==> src/rtl/gdn_pkg.sv <==
`timescale 1ns / 1ps
// shared types, constants and the month table for the gregorian day number block
// no dependencies

package gdn_pkg;

    localparam int YEAR_BITS_DEF = 16;

    localparam int YEAR_W   = 16;
    localparam int MONTH_W  = 4;
    localparam int DAY_W    = 5;
    localparam int HOUR_W   = 5;
    localparam int MINUTE_W = 6;
    localparam int SECOND_W = 6;
    localparam int DAYS_W   = 25;
    localparam int WDAY_W   = 3;
    localparam int SECS_W   = 41;
    localparam int TOD_W    = 17;
    localparam int DOY_W    = 9;
    localparam int REST_W   = 7;

    localparam int MONTH_FIRST    = 1;
    localparam int MONTH_LAST     = 12;
    localparam int MONTH_FEB      = 2;
    localparam int HOUR_MAX       = 23;
    localparam int MINUTE_MAX     = 59;
    localparam int SECOND_MAX     = 59;
    localparam int YEARS_PER_CENT = 100;
    localparam int DAYS_PER_CENT  = 36524;
    localparam int DAYS_PER_YEAR  = 365;
    localparam int WEEK_DAYS      = 7;
    localparam int SECS_PER_MIN   = 60;
    localparam int SECS_PER_HOUR  = 3600;
    localparam int SECS_PER_DAY   = 3600 * 24;

    localparam logic STATUS_OK  = 1'b0;
    localparam logic STATUS_BAD = 1'b1;

    typedef struct packed {
        logic [YEAR_W-1:0]   year;
        logic [MONTH_W-1:0]  month;
        logic [DAY_W-1:0]    day;
        logic [HOUR_W-1:0]   hour_of_day;
        logic [MINUTE_W-1:0] minute_of_hour;
        logic [SECOND_W-1:0] second_of_minute;
        logic                pair_second;
    } date_in_t;

    typedef struct packed {
        logic              status;
        logic [DAYS_W-1:0] days_since_epoch;
        logic [WDAY_W-1:0] weekday;
        logic [SECS_W-1:0] seconds_since_epoch;
        logic              diff_valid;
        logic [DAYS_W-1:0] diff_days;
        logic [SECS_W-1:0] diff_seconds;
    } day_result_t;

    // one converted date on its way to the pair store
    typedef struct packed {
        logic              ok;
        logic              pair;
        logic [DAYS_W-1:0] days;
        logic [WDAY_W-1:0] weekday;
        logic [SECS_W-1:0] secs;
    } stamp_t;

    // days before the first of the month, month 1..12
    function automatic logic [DOY_W-1:0] month_start(input logic [MONTH_W-1:0] month);
        logic [DOY_W-1:0] r;
        case (month)
            4'd1:    r = DOY_W'(0);
            4'd2:    r = DOY_W'(31);
            4'd3:    r = DOY_W'(59);
            4'd4:    r = DOY_W'(90);
            4'd5:    r = DOY_W'(120);
            4'd6:    r = DOY_W'(151);
            4'd7:    r = DOY_W'(181);
            4'd8:    r = DOY_W'(212);
            4'd9:    r = DOY_W'(243);
            4'd10:   r = DOY_W'(273);
            4'd11:   r = DOY_W'(304);
            4'd12:   r = DOY_W'(334);
            default: r = DOY_W'(0);
        endcase
        return r;
    endfunction

endpackage

==> src/rtl/gdn_stream_if.sv <==
`timescale 1ns / 1ps
// valid/ready stream channel carrying one payload per transaction
// payload type is set per instance, no package dependency

interface gdn_stream_if #(
    parameter type payload_t = logic
);
    logic     valid;
    logic     ready;
    payload_t payload;

    modport source (output valid, output payload, input ready);
    modport sink (input valid, input payload, output ready);
endinterface

==> src/rtl/gdn_date_pipe.sv <==
`timescale 1ns / 1ps
// input register and four-stage date to day and second count pipeline
// depends on gdn_pkg

module gdn_date_pipe
    import gdn_pkg::*;
#(
    parameter int YEAR_BITS = YEAR_BITS_DEF
)
(
    input  logic     clk,
    input  logic     rst_n,
    input  logic     date_valid,
    output logic     date_ready,
    input  date_in_t date,
    output logic     stamp_valid,
    input  logic     stamp_ready,
    output stamp_t   stamp
);

    localparam int CENT_W     = YEAR_BITS - 6;
    localparam int DAYF_W     = YEAR_BITS + 9;
    localparam int DIV_SH     = YEAR_BITS + 7;
    localparam int PROD_W     = 2 * YEAR_BITS + 1;
    localparam int DIV100_INT = ((1 << DIV_SH) + YEARS_PER_CENT - 1) / YEARS_PER_CENT;
    localparam logic [YEAR_BITS:0] DIV100_M = DIV100_INT[YEAR_BITS:0];
    localparam int STAGES     = 5;
    localparam int DIGITS     = (DAYS_W + 2) / 3;
    localparam int DSUM_W     = 6;

    typedef logic [YEAR_BITS-1:0] year_t;
    typedef logic [CENT_W-1:0]    cent_t;

    typedef struct packed {
        logic             ok;
        logic             pair;
        year_t            ym1;
        cent_t            cent;
        logic [TOD_W-1:0] tod;
        logic [DOY_W-1:0] doy0;
        logic             after_feb;
        logic             div4;
    } stb_t;

    typedef struct packed {
        logic              ok;
        logic              pair;
        cent_t             cent;
        logic [REST_W-1:0] rest;
        logic [DOY_W-1:0]  doy;
        logic [TOD_W-1:0]  tod;
    } stc_t;

    typedef struct packed {
        logic              ok;
        logic              pair;
        logic [DAYF_W-1:0] days_full;
        logic [TOD_W-1:0]  tod;
    } std_t;

    logic [STAGES-1:0] vld_reg;
    logic [STAGES:0]   adv;

    date_in_t a_reg;
    stb_t     b_reg, b_next;
    stc_t     c_reg, c_next;
    std_t     d_reg, d_next;
    stamp_t   e_reg, e_next;

    year_t              yr;
    logic [PROD_W-1:0]  prod;
    year_t              rest_full;
    logic               leap;
    logic [3*DIGITS-1:0] days_pad;
    logic [DSUM_W-1:0]  dsum;
    logic [3:0]         fold1;
    logic [3:0]         fold2;
    logic [3:0]         fold3;

    always_comb
    begin
        adv[STAGES] = stamp_ready;
        for (int i = STAGES - 1; i >= 0; i--)
        begin
            adv[i] = !vld_reg[i] || adv[i+1];
        end
    end

    assign date_ready  = adv[0];
    assign stamp_valid = vld_reg[STAGES-1];
    assign stamp       = e_reg;

    always_ff @(posedge clk or negedge rst_n)
    begin
        if (!rst_n)
        begin
            vld_reg <= '0;
        end
        else
        begin
            if (adv[0])
            begin
                vld_reg[0] <= date_valid;
            end
            for (int i = 1; i < STAGES; i++)
            begin
                if (adv[i])
                begin
                    vld_reg[i] <= vld_reg[i-1];
                end
            end
        end
    end

    // range check, year split by reciprocal of 100, time of day, day of year
    always_comb
    begin
        yr   = YEAR_BITS'(a_reg.year);
        prod = PROD_W'(yr - YEAR_BITS'(1)) * PROD_W'(DIV100_M);

        b_next.ok = (yr != '0)
                 && (a_reg.month >= MONTH_W'(MONTH_FIRST))
                 && (a_reg.month <= MONTH_W'(MONTH_LAST))
                 && (a_reg.day != '0)
                 && (a_reg.hour_of_day <= HOUR_W'(HOUR_MAX))
                 && (a_reg.minute_of_hour <= MINUTE_W'(MINUTE_MAX))
                 && (a_reg.second_of_minute <= SECOND_W'(SECOND_MAX));
        b_next.pair      = a_reg.pair_second;
        b_next.ym1       = yr - YEAR_BITS'(1);
        b_next.cent      = prod[DIV_SH +: CENT_W];
        b_next.tod       = TOD_W'(a_reg.hour_of_day) * TOD_W'(SECS_PER_HOUR)
                         + TOD_W'(a_reg.minute_of_hour) * TOD_W'(SECS_PER_MIN)
                         + TOD_W'(a_reg.second_of_minute);
        b_next.doy0      = month_start(a_reg.month) + DOY_W'(a_reg.day) - DOY_W'(1);
        b_next.after_feb = a_reg.month > MONTH_W'(MONTH_FEB);
        b_next.div4      = yr[1:0] == 2'b00;
    end

    // years left in the century and leap day
    always_comb
    begin
        rest_full = b_reg.ym1 - YEAR_BITS'(b_reg.cent) * YEAR_BITS'(YEARS_PER_CENT);
        c_next.rest = REST_W'(rest_full);
        leap = b_reg.div4
            && ((c_next.rest != REST_W'(YEARS_PER_CENT - 1)) || (b_reg.cent[1:0] == 2'b11));
        c_next.ok   = b_reg.ok;
        c_next.pair = b_reg.pair;
        c_next.cent = b_reg.cent;
        c_next.doy  = b_reg.doy0 + DOY_W'(b_reg.after_feb && leap);
        c_next.tod  = b_reg.tod;
    end

    // full day count
    always_comb
    begin
        d_next.ok        = c_reg.ok;
        d_next.pair      = c_reg.pair;
        d_next.tod       = c_reg.tod;
        d_next.days_full = DAYF_W'(c_reg.cent) * DAYF_W'(DAYS_PER_CENT)
                         + DAYF_W'(c_reg.cent >> 2)
                         + DAYF_W'(c_reg.rest) * DAYF_W'(DAYS_PER_YEAR)
                         + DAYF_W'(c_reg.rest >> 2)
                         + DAYF_W'(c_reg.doy);
    end

    // seconds and weekday, octal digit sum since 8 is 1 mod 7
    always_comb
    begin
        e_next.ok   = d_reg.ok;
        e_next.pair = d_reg.pair;
        e_next.days = DAYS_W'(d_reg.days_full);
        e_next.secs = SECS_W'(d_reg.days_full) * SECS_W'(SECS_PER_DAY) + SECS_W'(d_reg.tod);
        days_pad    = (3 * DIGITS)'(e_next.days);
        dsum        = '0;
        for (int k = 0; k < DIGITS; k++)
        begin
            dsum = dsum + DSUM_W'(days_pad[3*k +: 3]);
        end
        fold1 = {1'b0, dsum[5:3]} + {1'b0, dsum[2:0]};
        fold2 = (fold1 >= 4'(WEEK_DAYS)) ? fold1 - 4'(WEEK_DAYS) : fold1;
        fold3 = (fold2 >= 4'(WEEK_DAYS)) ? fold2 - 4'(WEEK_DAYS) : fold2;
        e_next.weekday = WDAY_W'(fold3);
    end

    always_ff @(posedge clk)
    begin
        if (adv[0])
        begin
            a_reg <= date;
        end
        if (adv[1])
        begin
            b_reg <= b_next;
        end
        if (adv[2])
        begin
            c_reg <= c_next;
        end
        if (adv[3])
        begin
            d_reg <= d_next;
        end
        if (adv[4])
        begin
            e_reg <= e_next;
        end
    end

endmodule

==> src/rtl/gdn_pair_diff.sv <==
`timescale 1ns / 1ps
// first-date store, pair differences and the result register
// depends on gdn_pkg

module gdn_pair_diff
    import gdn_pkg::*;
(
    input  logic        clk,
    input  logic        rst_n,
    input  logic        stamp_valid,
    output logic        stamp_ready,
    input  stamp_t      stamp,
    output logic        res_valid,
    input  logic        res_ready,
    output day_result_t res
);

    logic              first_valid_reg, first_valid_next;
    logic [DAYS_W-1:0] first_days_reg, first_days_next;
    logic [SECS_W-1:0] first_secs_reg, first_secs_next;
    logic              out_vld_reg;
    day_result_t       out_reg, out_next;
    logic              take;

    assign stamp_ready = !out_vld_reg || res_ready;
    assign take        = stamp_valid && stamp_ready;
    assign res_valid   = out_vld_reg;
    assign res         = out_reg;

    always_comb
    begin
        out_next         = '0;
        first_valid_next = first_valid_reg;
        first_days_next  = first_days_reg;
        first_secs_next  = first_secs_reg;
        if (!stamp.ok)
        begin
            out_next.status  = STATUS_BAD;
            first_valid_next = 1'b0;
        end
        else
        begin
            out_next.status              = STATUS_OK;
            out_next.days_since_epoch    = stamp.days;
            out_next.weekday             = stamp.weekday;
            out_next.seconds_since_epoch = stamp.secs;
            if (!stamp.pair)
            begin
                first_valid_next = 1'b1;
                first_days_next  = stamp.days;
                first_secs_next  = stamp.secs;
            end
            else
            begin
                if (first_valid_reg)
                begin
                    out_next.diff_valid   = 1'b1;
                    out_next.diff_days    = (stamp.days >= first_days_reg)
                                          ? stamp.days - first_days_reg
                                          : first_days_reg - stamp.days;
                    out_next.diff_seconds = (stamp.secs >= first_secs_reg)
                                          ? stamp.secs - first_secs_reg
                                          : first_secs_reg - stamp.secs;
                end
                first_valid_next = 1'b0;
            end
        end
    end

    always_ff @(posedge clk or negedge rst_n)
    begin
        if (!rst_n)
        begin
            out_vld_reg     <= 1'b0;
            first_valid_reg <= 1'b0;
        end
        else
        begin
            if (stamp_ready)
            begin
                out_vld_reg <= stamp_valid;
            end
            if (take)
            begin
                first_valid_reg <= first_valid_next;
            end
        end
    end

    always_ff @(posedge clk)
    begin
        if (take)
        begin
            out_reg        <= out_next;
            first_days_reg <= first_days_next;
            first_secs_reg <= first_secs_next;
        end
    end

endmodule

==> src/rtl/gregorian_date_to_day_number.sv <==
`timescale 1ns / 1ps
// Converts a proleptic Gregorian date and time of day into the day count and
// second count since 1 January of year 1, plus the weekday (0 is Monday), and
// for the second date of a pair the absolute day and second distance to the
// stored first date. One transaction can be accepted every clock cycle unless
// back pressure has filled the pipeline. A date passes an input register and
// five register stages: year split by a reciprocal multiply, leap and century
// remainder, day count, seconds multiply and weekday, then the pair store
// feeding the result register. Back pressure on the result side stalls only
// the stages that hold data, so bubbles in the pipeline are filled first.
// Depends on gdn_pkg, gdn_stream_if, gdn_date_pipe and gdn_pair_diff.

module gregorian_date_to_day_number
    import gdn_pkg::*;
#(
    parameter int YEAR_BITS = YEAR_BITS_DEF
)
(
    input logic          clk,
    input logic          rst_n,
    gdn_stream_if.sink   dates,
    gdn_stream_if.source results
);

    logic   stamp_valid;
    logic   stamp_ready;
    stamp_t stamp;

    gdn_date_pipe #(
        .YEAR_BITS (YEAR_BITS)
    ) u_date_pipe (
        .clk         (clk),
        .rst_n       (rst_n),
        .date_valid  (dates.valid),
        .date_ready  (dates.ready),
        .date        (dates.payload),
        .stamp_valid (stamp_valid),
        .stamp_ready (stamp_ready),
        .stamp       (stamp)
    );

    gdn_pair_diff u_pair_diff (
        .clk         (clk),
        .rst_n       (rst_n),
        .stamp_valid (stamp_valid),
        .stamp_ready (stamp_ready),
        .stamp       (stamp),
        .res_valid   (results.valid),
        .res_ready   (results.ready),
        .res         (results.payload)
    );

endmodule

==> src/flat_wrapper.sv <==
// flat-port wrapper written by rule: the top's interface ports become plain ports
module gregorian_date_to_day_number_flat import gdn_pkg::*;
#(
    parameter int YEAR_BITS = YEAR_BITS_DEF
)
  (clk, rst_n, dates_valid, dates_payload, dates_ready, results_valid, results_payload, results_ready);
  gdn_stream_if dates_i ();
  gdn_stream_if results_i ();
  input logic clk;
  input logic rst_n;
  input wire logic [$bits(dates_i.valid)-1:0] dates_valid;
  input wire logic [$bits(dates_i.payload)-1:0] dates_payload;
  output wire logic [$bits(dates_i.ready)-1:0] dates_ready;
  output wire logic [$bits(results_i.valid)-1:0] results_valid;
  output wire logic [$bits(results_i.payload)-1:0] results_payload;
  input wire logic [$bits(results_i.ready)-1:0] results_ready;
  assign dates_i.valid = dates_valid;
  assign dates_i.payload = dates_payload;
  assign dates_ready = dates_i.ready;
  assign results_valid = results_i.valid;
  assign results_payload = results_i.payload;
  assign results_i.ready = results_ready;
  gregorian_date_to_day_number #(.YEAR_BITS(YEAR_BITS)) u_core (.clk(clk), .rst_n(rst_n), .dates(dates_i), .results(results_i));
endmodule
==> config.mk <==
export PLATFORM = sky130hd
export DESIGN_NAME = gregorian_date_to_day_number_flat
export DESIGN_NICKNAME = d
export VERILOG_FILES = /design/src/rtl/gdn_pkg.sv /design/src/rtl/gdn_stream_if.sv /design/src/rtl/gdn_date_pipe.sv /design/src/rtl/gdn_pair_diff.sv /design/src/rtl/gregorian_date_to_day_number.sv /design/src/flat_wrapper.sv
export SDC_FILE = /design/constraint.sdc
export NUM_CORES = 1
export LEC_CHECK = 0
export BUFFER_PORTS_ARGS = -buffer_cell sky130_fd_sc_hd__buf_2
export CORE_AREA = 5 5 282 312
export CTS_CLUSTER_DIAMETER = 60
export DETAILED_ROUTE_END_ITERATION = 12
export DIE_AREA = 0 0 287 317
export GPL_TIMING_DRIVEN = 0
export PLACE_DENSITY = 0.62
export SLEW_MARGIN = 20
export SYNTH_ARGS = -nofsm -noshare
export SYNTH_HDL_FRONTEND = slang
export SYNTH_HIERARCHICAL = 1
export SYNTH_SLANG_ARGS = --single-unit
==> constraint.sdc <==
create_clock -name clk -period 12.6 [get_ports clk]
set_clock_uncertainty 0.05 [all_clocks]
set_input_delay 0.63 -clock clk [delete_from_list [all_inputs] [get_ports clk]]
set_output_delay 0.63 -clock clk [all_outputs]
set_load 0.05 [all_outputs]
==> results of run 1 <==
==> power groups by stage <==
stage                     clock network, uW  registers [uW]  logic [uW]
after floorplan                           0             270        16.4
after global placement                    0             270        24.6
after detailed placement                  0             272        27.6
after CTS                               283             268        27.6
after global routing                    291             271        31.5
final                                   273             267        27.5
==> layer usage <==
layer  global-route usage, %  vias to the layer above  share of wire (%)
met1                   1.038                      497                 52
met5                       0                        -                  0
li1                        -                      525                  -
met2                   1.112                       20                 40
met3                  0.5520                        5                6.5
met4                  0.4277                        0                1.2
==> final cells by class <==
type | count | share of cell area [%]
buffer | 1 | 0.08884
clock buffer | 9 | 5.330
clock inverter | 7 | 2.635
inverter | 12 | 1.066
multi-input combinational | 88 | 11.70
sequential | 63 | 43.94
tap | 1140 | 33.76
timing repair buffer | 8 | 1.481
==> per-stage QoR <==
stage                     total power, uW  worst slack [ps]  std cells  util, %
after floorplan                     286.7              9598        164        -
after global routing                592.8              9062       1328    5.009
after CTS                           579.0              9267       1328    5.009
after detailed placement            299.6              9334       1312    4.610
after global placement              294.9              8675       1311    4.574
final                               567.8              9285       1328    5.009
==> final timing paths <==
path	start	end	slack, ps	depth (start not counted)
max	u_core/u_pair_diff/res_valid$_DFFE_PN0N_	dates_ready	9280	7
min	rst_n	u_core/u_pair_diff/res_valid$_DFFE_PN0N_	140	1
max reg2reg	u_core/u_pair_diff/res_valid$_DFFE_PN0N_	u_core/u_date_pipe/a_reg[12]$_DFFE_PN_	10210	6
min reg2reg	u_core/u_date_pipe/b_reg[11]$_DFFE_PP_	u_core/u_date_pipe/c_reg[0]$_DFFE_PP_	370	0
max in group asynchronous	rst_n	u_core/u_date_pipe/vld_reg[0]$_DFFE_PN0N_	12130	1
min in group clk	u_core/u_date_pipe/b_reg[11]$_DFFE_PP_	u_core/u_date_pipe/c_reg[0]$_DFFE_PP_	370	0
==> impl_results.md, run 1 <==
- Largest register FFs: 26
- Synth warn: 6
- TritonCTS clock tree: built
- Status: complete, no violations
- Clock Sinks: 63
- Antenna Cells: 0
- Ports: 8
- Switching share of power: 19.46%
- Max H-tree Level: 3
- Part of the cycle the worst path needs: 26.31%
- Sequential Area: 1857 um^2
- Area of the multi-input gates: 494.2 um^2
- Post-CTS Resized: 0
- Total wire length: 3420 um
- Mapped cell area: 2247 um^2
- # hold bufs at CTS: 0
- Die width: 287 um
- Final Setup Violations: 0
- Tmin final: 3315 ps
- Req. time, crit path: 11920 ps
- Hold Fails Final Rpt: 0
- ANT nets after route: 0
- First-pass GRT wire length: 5520 um
- HPWL after DPL: 2522 um
- Crit path max fanout: 28
- Largest net degree at the start of global routing: 29
- Row Count: 112
- Core Region: 84360 um^2
- Routability-driven placement congestion ratio: 0.5979
- Slew Limit Fails: 0
- CP Buf/Inv Count: 3
- Total grt overflow: 0
- Length of the first detailed-routing pass in iterations: 3
- HP Class: in2async
- Mean Syn Cell Area: 18.12 um^2
- Worst Setup End Kind: output pin
- Critical path class: reg2out
- Total number of vias: 1047
- Die area: 90980 um^2
- FMAX: 0.3016 GHz
- Commonest cells after routing, fill and taps aside: edfxtp_1 (56), conb_1 (41), inv_1 (12), ha_1 (11), clkbuf_16 (9)
- CP Launch Type: register
- Cts bufs inserted: 9
- Arr. time, crit path: 2640 ps
- Initial antenna violation count: 1
- GRT Overall Usage: 0.8430%
- Number of remaining DRC errors: 0
- Combinational Power Share: 4.8%
- Hold Slack: 140.7 ps
- VDD IR-drop max: 0.00006097 V
- RSZ-0062 raised after global routing: no
- Average wire per standard cell: 2.575 um
- Crit path cell chain: nand2b_1, nor2b_1, nand4_1, inv_1, nand2_2, buf_16, buf_2
- Post-DR vias/cell: 0.7884
- Pint: 457.4 uW
- Finished layout cell area: 4225 um^2
- Most common cell after layout, fill and taps aside: edfxtp_1
- Clk slew on worst S/H paths: 50 ps
- Root buffer cell: clkbuf_16
- Nets: 199
- Worst-path cell with the longest stage delay: dfrtp_1
- Iter 0 DRT Violations: 44
- Fill count: 10.02k
- Post-Syn Instances: 124
- Clock Power Share: 48.1%
- Max incr delay on CP: 450 ps
- CP delay by family, top: simple AND/OR/NAND/NOR gates
- Share of layout cells above drive strength 1: 13.30%
- Setup bufs post-CTS: 0
- Placed inst area: 3889 um^2
- Die Span Y: 317 um
- Max_cap viols: 0
- Area grow syn2layout: 88.03%
- Worst skew pair latency: 320 ps
- PortBufs: 7
- Static Leak: 0.001218 uW
- Vias in the first global route: 1124
- Clock tree buffer depth: 2
- Fin Setup TNS: 0 ps
- Sw power: 110.5 uW
- Power density cells: 134.4 nW/um^2
- Starting density of the core: 2.664%
- Sequential share of power: 47.1%
(Power assumes the default switching activity.)
==> run 2, diff against run 1 <==
==> constraint.sdc (replaced) <==
create_clock -name clk -period 3.45 [get_ports clk]
set_clock_uncertainty 0.05 [all_clocks]
set_input_delay 0.1725 -clock clk [delete_from_list [all_inputs] [get_ports clk]]
set_output_delay 0.1725 -clock clk [all_outputs]
set_load 0.05 [all_outputs]
==> impl_results.md, run 2 (synthesis results as in run 1) <==
- Met1 WL: 1776 um
- Met3 wire length: 220 um
- Clock Sinks: 63
- Post-layout util: 5.032%
- Routability-driven placement congestion ratio: 0.5979
- Setup bufs post-CTS: 0
- HP Class: in2reg
- TritonCTS clock tree: built
- Power density cells: 488.9 nW/um^2
- Iter 0 DRT Violations: 44
- Final Setup Violations: 0
- Core Region: 84360 um^2
- Ports: 8
- Status: complete, no violations
- DR WL met2: 1384 um
- PortBufs: 7
- Largest net degree at the start of global routing: 29
- Total number of vias: 1053
- Root buffer cell: clkbuf_16
- Worst skew pair latency: 320 ps
- Slew Limit Fails: 0
- Highest metal used: met4
- Cts bufs inserted: 9
- Part of the cycle the worst path needs: 82.85%
- Clk slew on worst S/H paths: 50 ps
- Antenna Cells: 0
- ANT nets after route: 0
- Nets: 201
- RSZ-0062 raised after global routing: no
- HPWL after DPL: 2522 um
- First-pass GRT wire length: 5526 um
- Largest register FFs: 26
- CP Launch Type: register
- Max_cap viols: 0
- Static Leak: 0.001226 uW
- Req. time, crit path: 3230 ps
- Commonest cells after routing, fill and taps aside: edfxtp_1 (56), conb_1 (41), inv_1 (12), ha_1 (11), clkbuf_16 (9)
- Die area: 90980 um^2
- Critical path class: reg2out
- GRT Overall Usage: 0.8430%
- Clock tree buffer depth: 2
- Starting density of the core: 2.664%
- Most common cell after layout, fill and taps aside: edfxtp_1
- Initial antenna violation count: 1
- Vias in the first global route: 1131
- Hold Fails Final Rpt: 0
- Total wire length: 3424 um
- Die width: 287 um
- VDD IR-drop max: 0.0002227 V
- Row Count: 112
- Area grow syn2layout: 88.92%
- Average wire per standard cell: 2.574 um
- Post-DR vias/cell: 0.7917
- Worst Setup End Kind: output pin
- Number of remaining DRC errors: 0
- Share of layout cells above drive strength 1: 13.16%
- FMAX: 0.3499 GHz
- Crit path max fanout: 28
- Fin Setup TNS: 0 ps
- Die Span Y: 317 um
- Total grt overflow: 0
- Arr. time, crit path: 2640 ps
- Tmin final: 2858 ps
- Max H-tree Level: 3
- Length of the first detailed-routing pass in iterations: 3
## run 2: report_power, final
group	total, uW	internal (uW)	switching, uW
combinational	102	32.7	69.6
clock	998	699	299
sequential	976	940	35.4
## run 2: area by class of cell
cell class	instances	area, um^2
repair buffers	10	82.58
clock buffers	9	225.2
well taps	1140	1426
plain buffers	1	3.754
inverters	12	45.04
fillers	10013	80120
clock inverters	7	111.4
flip-flops and latches	63	1857
multi-input cells	88	494.2
## run 2: final timing paths
kind / to / cells past startpoint / slack [ps] / start
max in group asynchronous: u_core/u_date_pipe/vld_reg[0]$_DFFE_PN0N_ / 2 / 2880 / rst_n
max reg2reg: u_core/u_date_pipe/a_reg[12]$_DFFE_PN_ / 6 / 1060 / u_core/u_pair_diff/res_valid$_DFFE_PN0N_
min reg2reg: u_core/u_date_pipe/c_reg[0]$_DFFE_PP_ / 0 / 370 / u_core/u_date_pipe/b_reg[11]$_DFFE_PP_
max: dates_ready / 7 / 590 / u_core/u_pair_diff/res_valid$_DFFE_PN0N_
min in group asynchronous: u_core/u_pair_diff/res_valid$_DFFE_PN0N_ / 2 / 240 / rst_n
min: u_core/u_date_pipe/vld_reg[0]$_DFFE_PN0N_ / 2 / 50 / dates_valid
## run 2: metrics by stage
stage                     power, uW  instances  hold WS, ps  worst slack, ps  instance area [um^2]
final                          2076       1330        49.70            591.8                  4245
after floorplan                1047        164       -173.1            474.4                  2397
after detailed placement       1094       1312        23.63            947.5                  3889
after global routing           2167       1330        50.29            369.3                  4245
after global placement         1077       1311        14.12            273.2                  3859
after CTS                      2116       1330        29.43            574.0                  4245
## run 2: per-layer routing
metal | global-route usage, % | vias to the layer above
met1 | 1.042 | 499
met2 | 1.112 | 20
met3 | 0.5448 | 5
met4 | 0.4277 | 0
met5 | 0 | -
li1 | - | 529
## run 2: worst max-delay path, cell delays in order (launching register included)
cell,delay (ps)
dfrtp_1,450
nand2b_1,280
nor2b_1,360
nand4_1,290
inv_1,130
nand2_2,270
buf_16,280
buf_2,230
## run 2: repair_timing
| action | 4_1_cts | 5_1_grt |
|---|---|---|
| hold buffers | 2 | 0 |
| resized for setup | 0 | 0 |
| endpoints found under the setup margin | 0 | 0 |
| endpoints found under the hold margin | 8 | 0 |
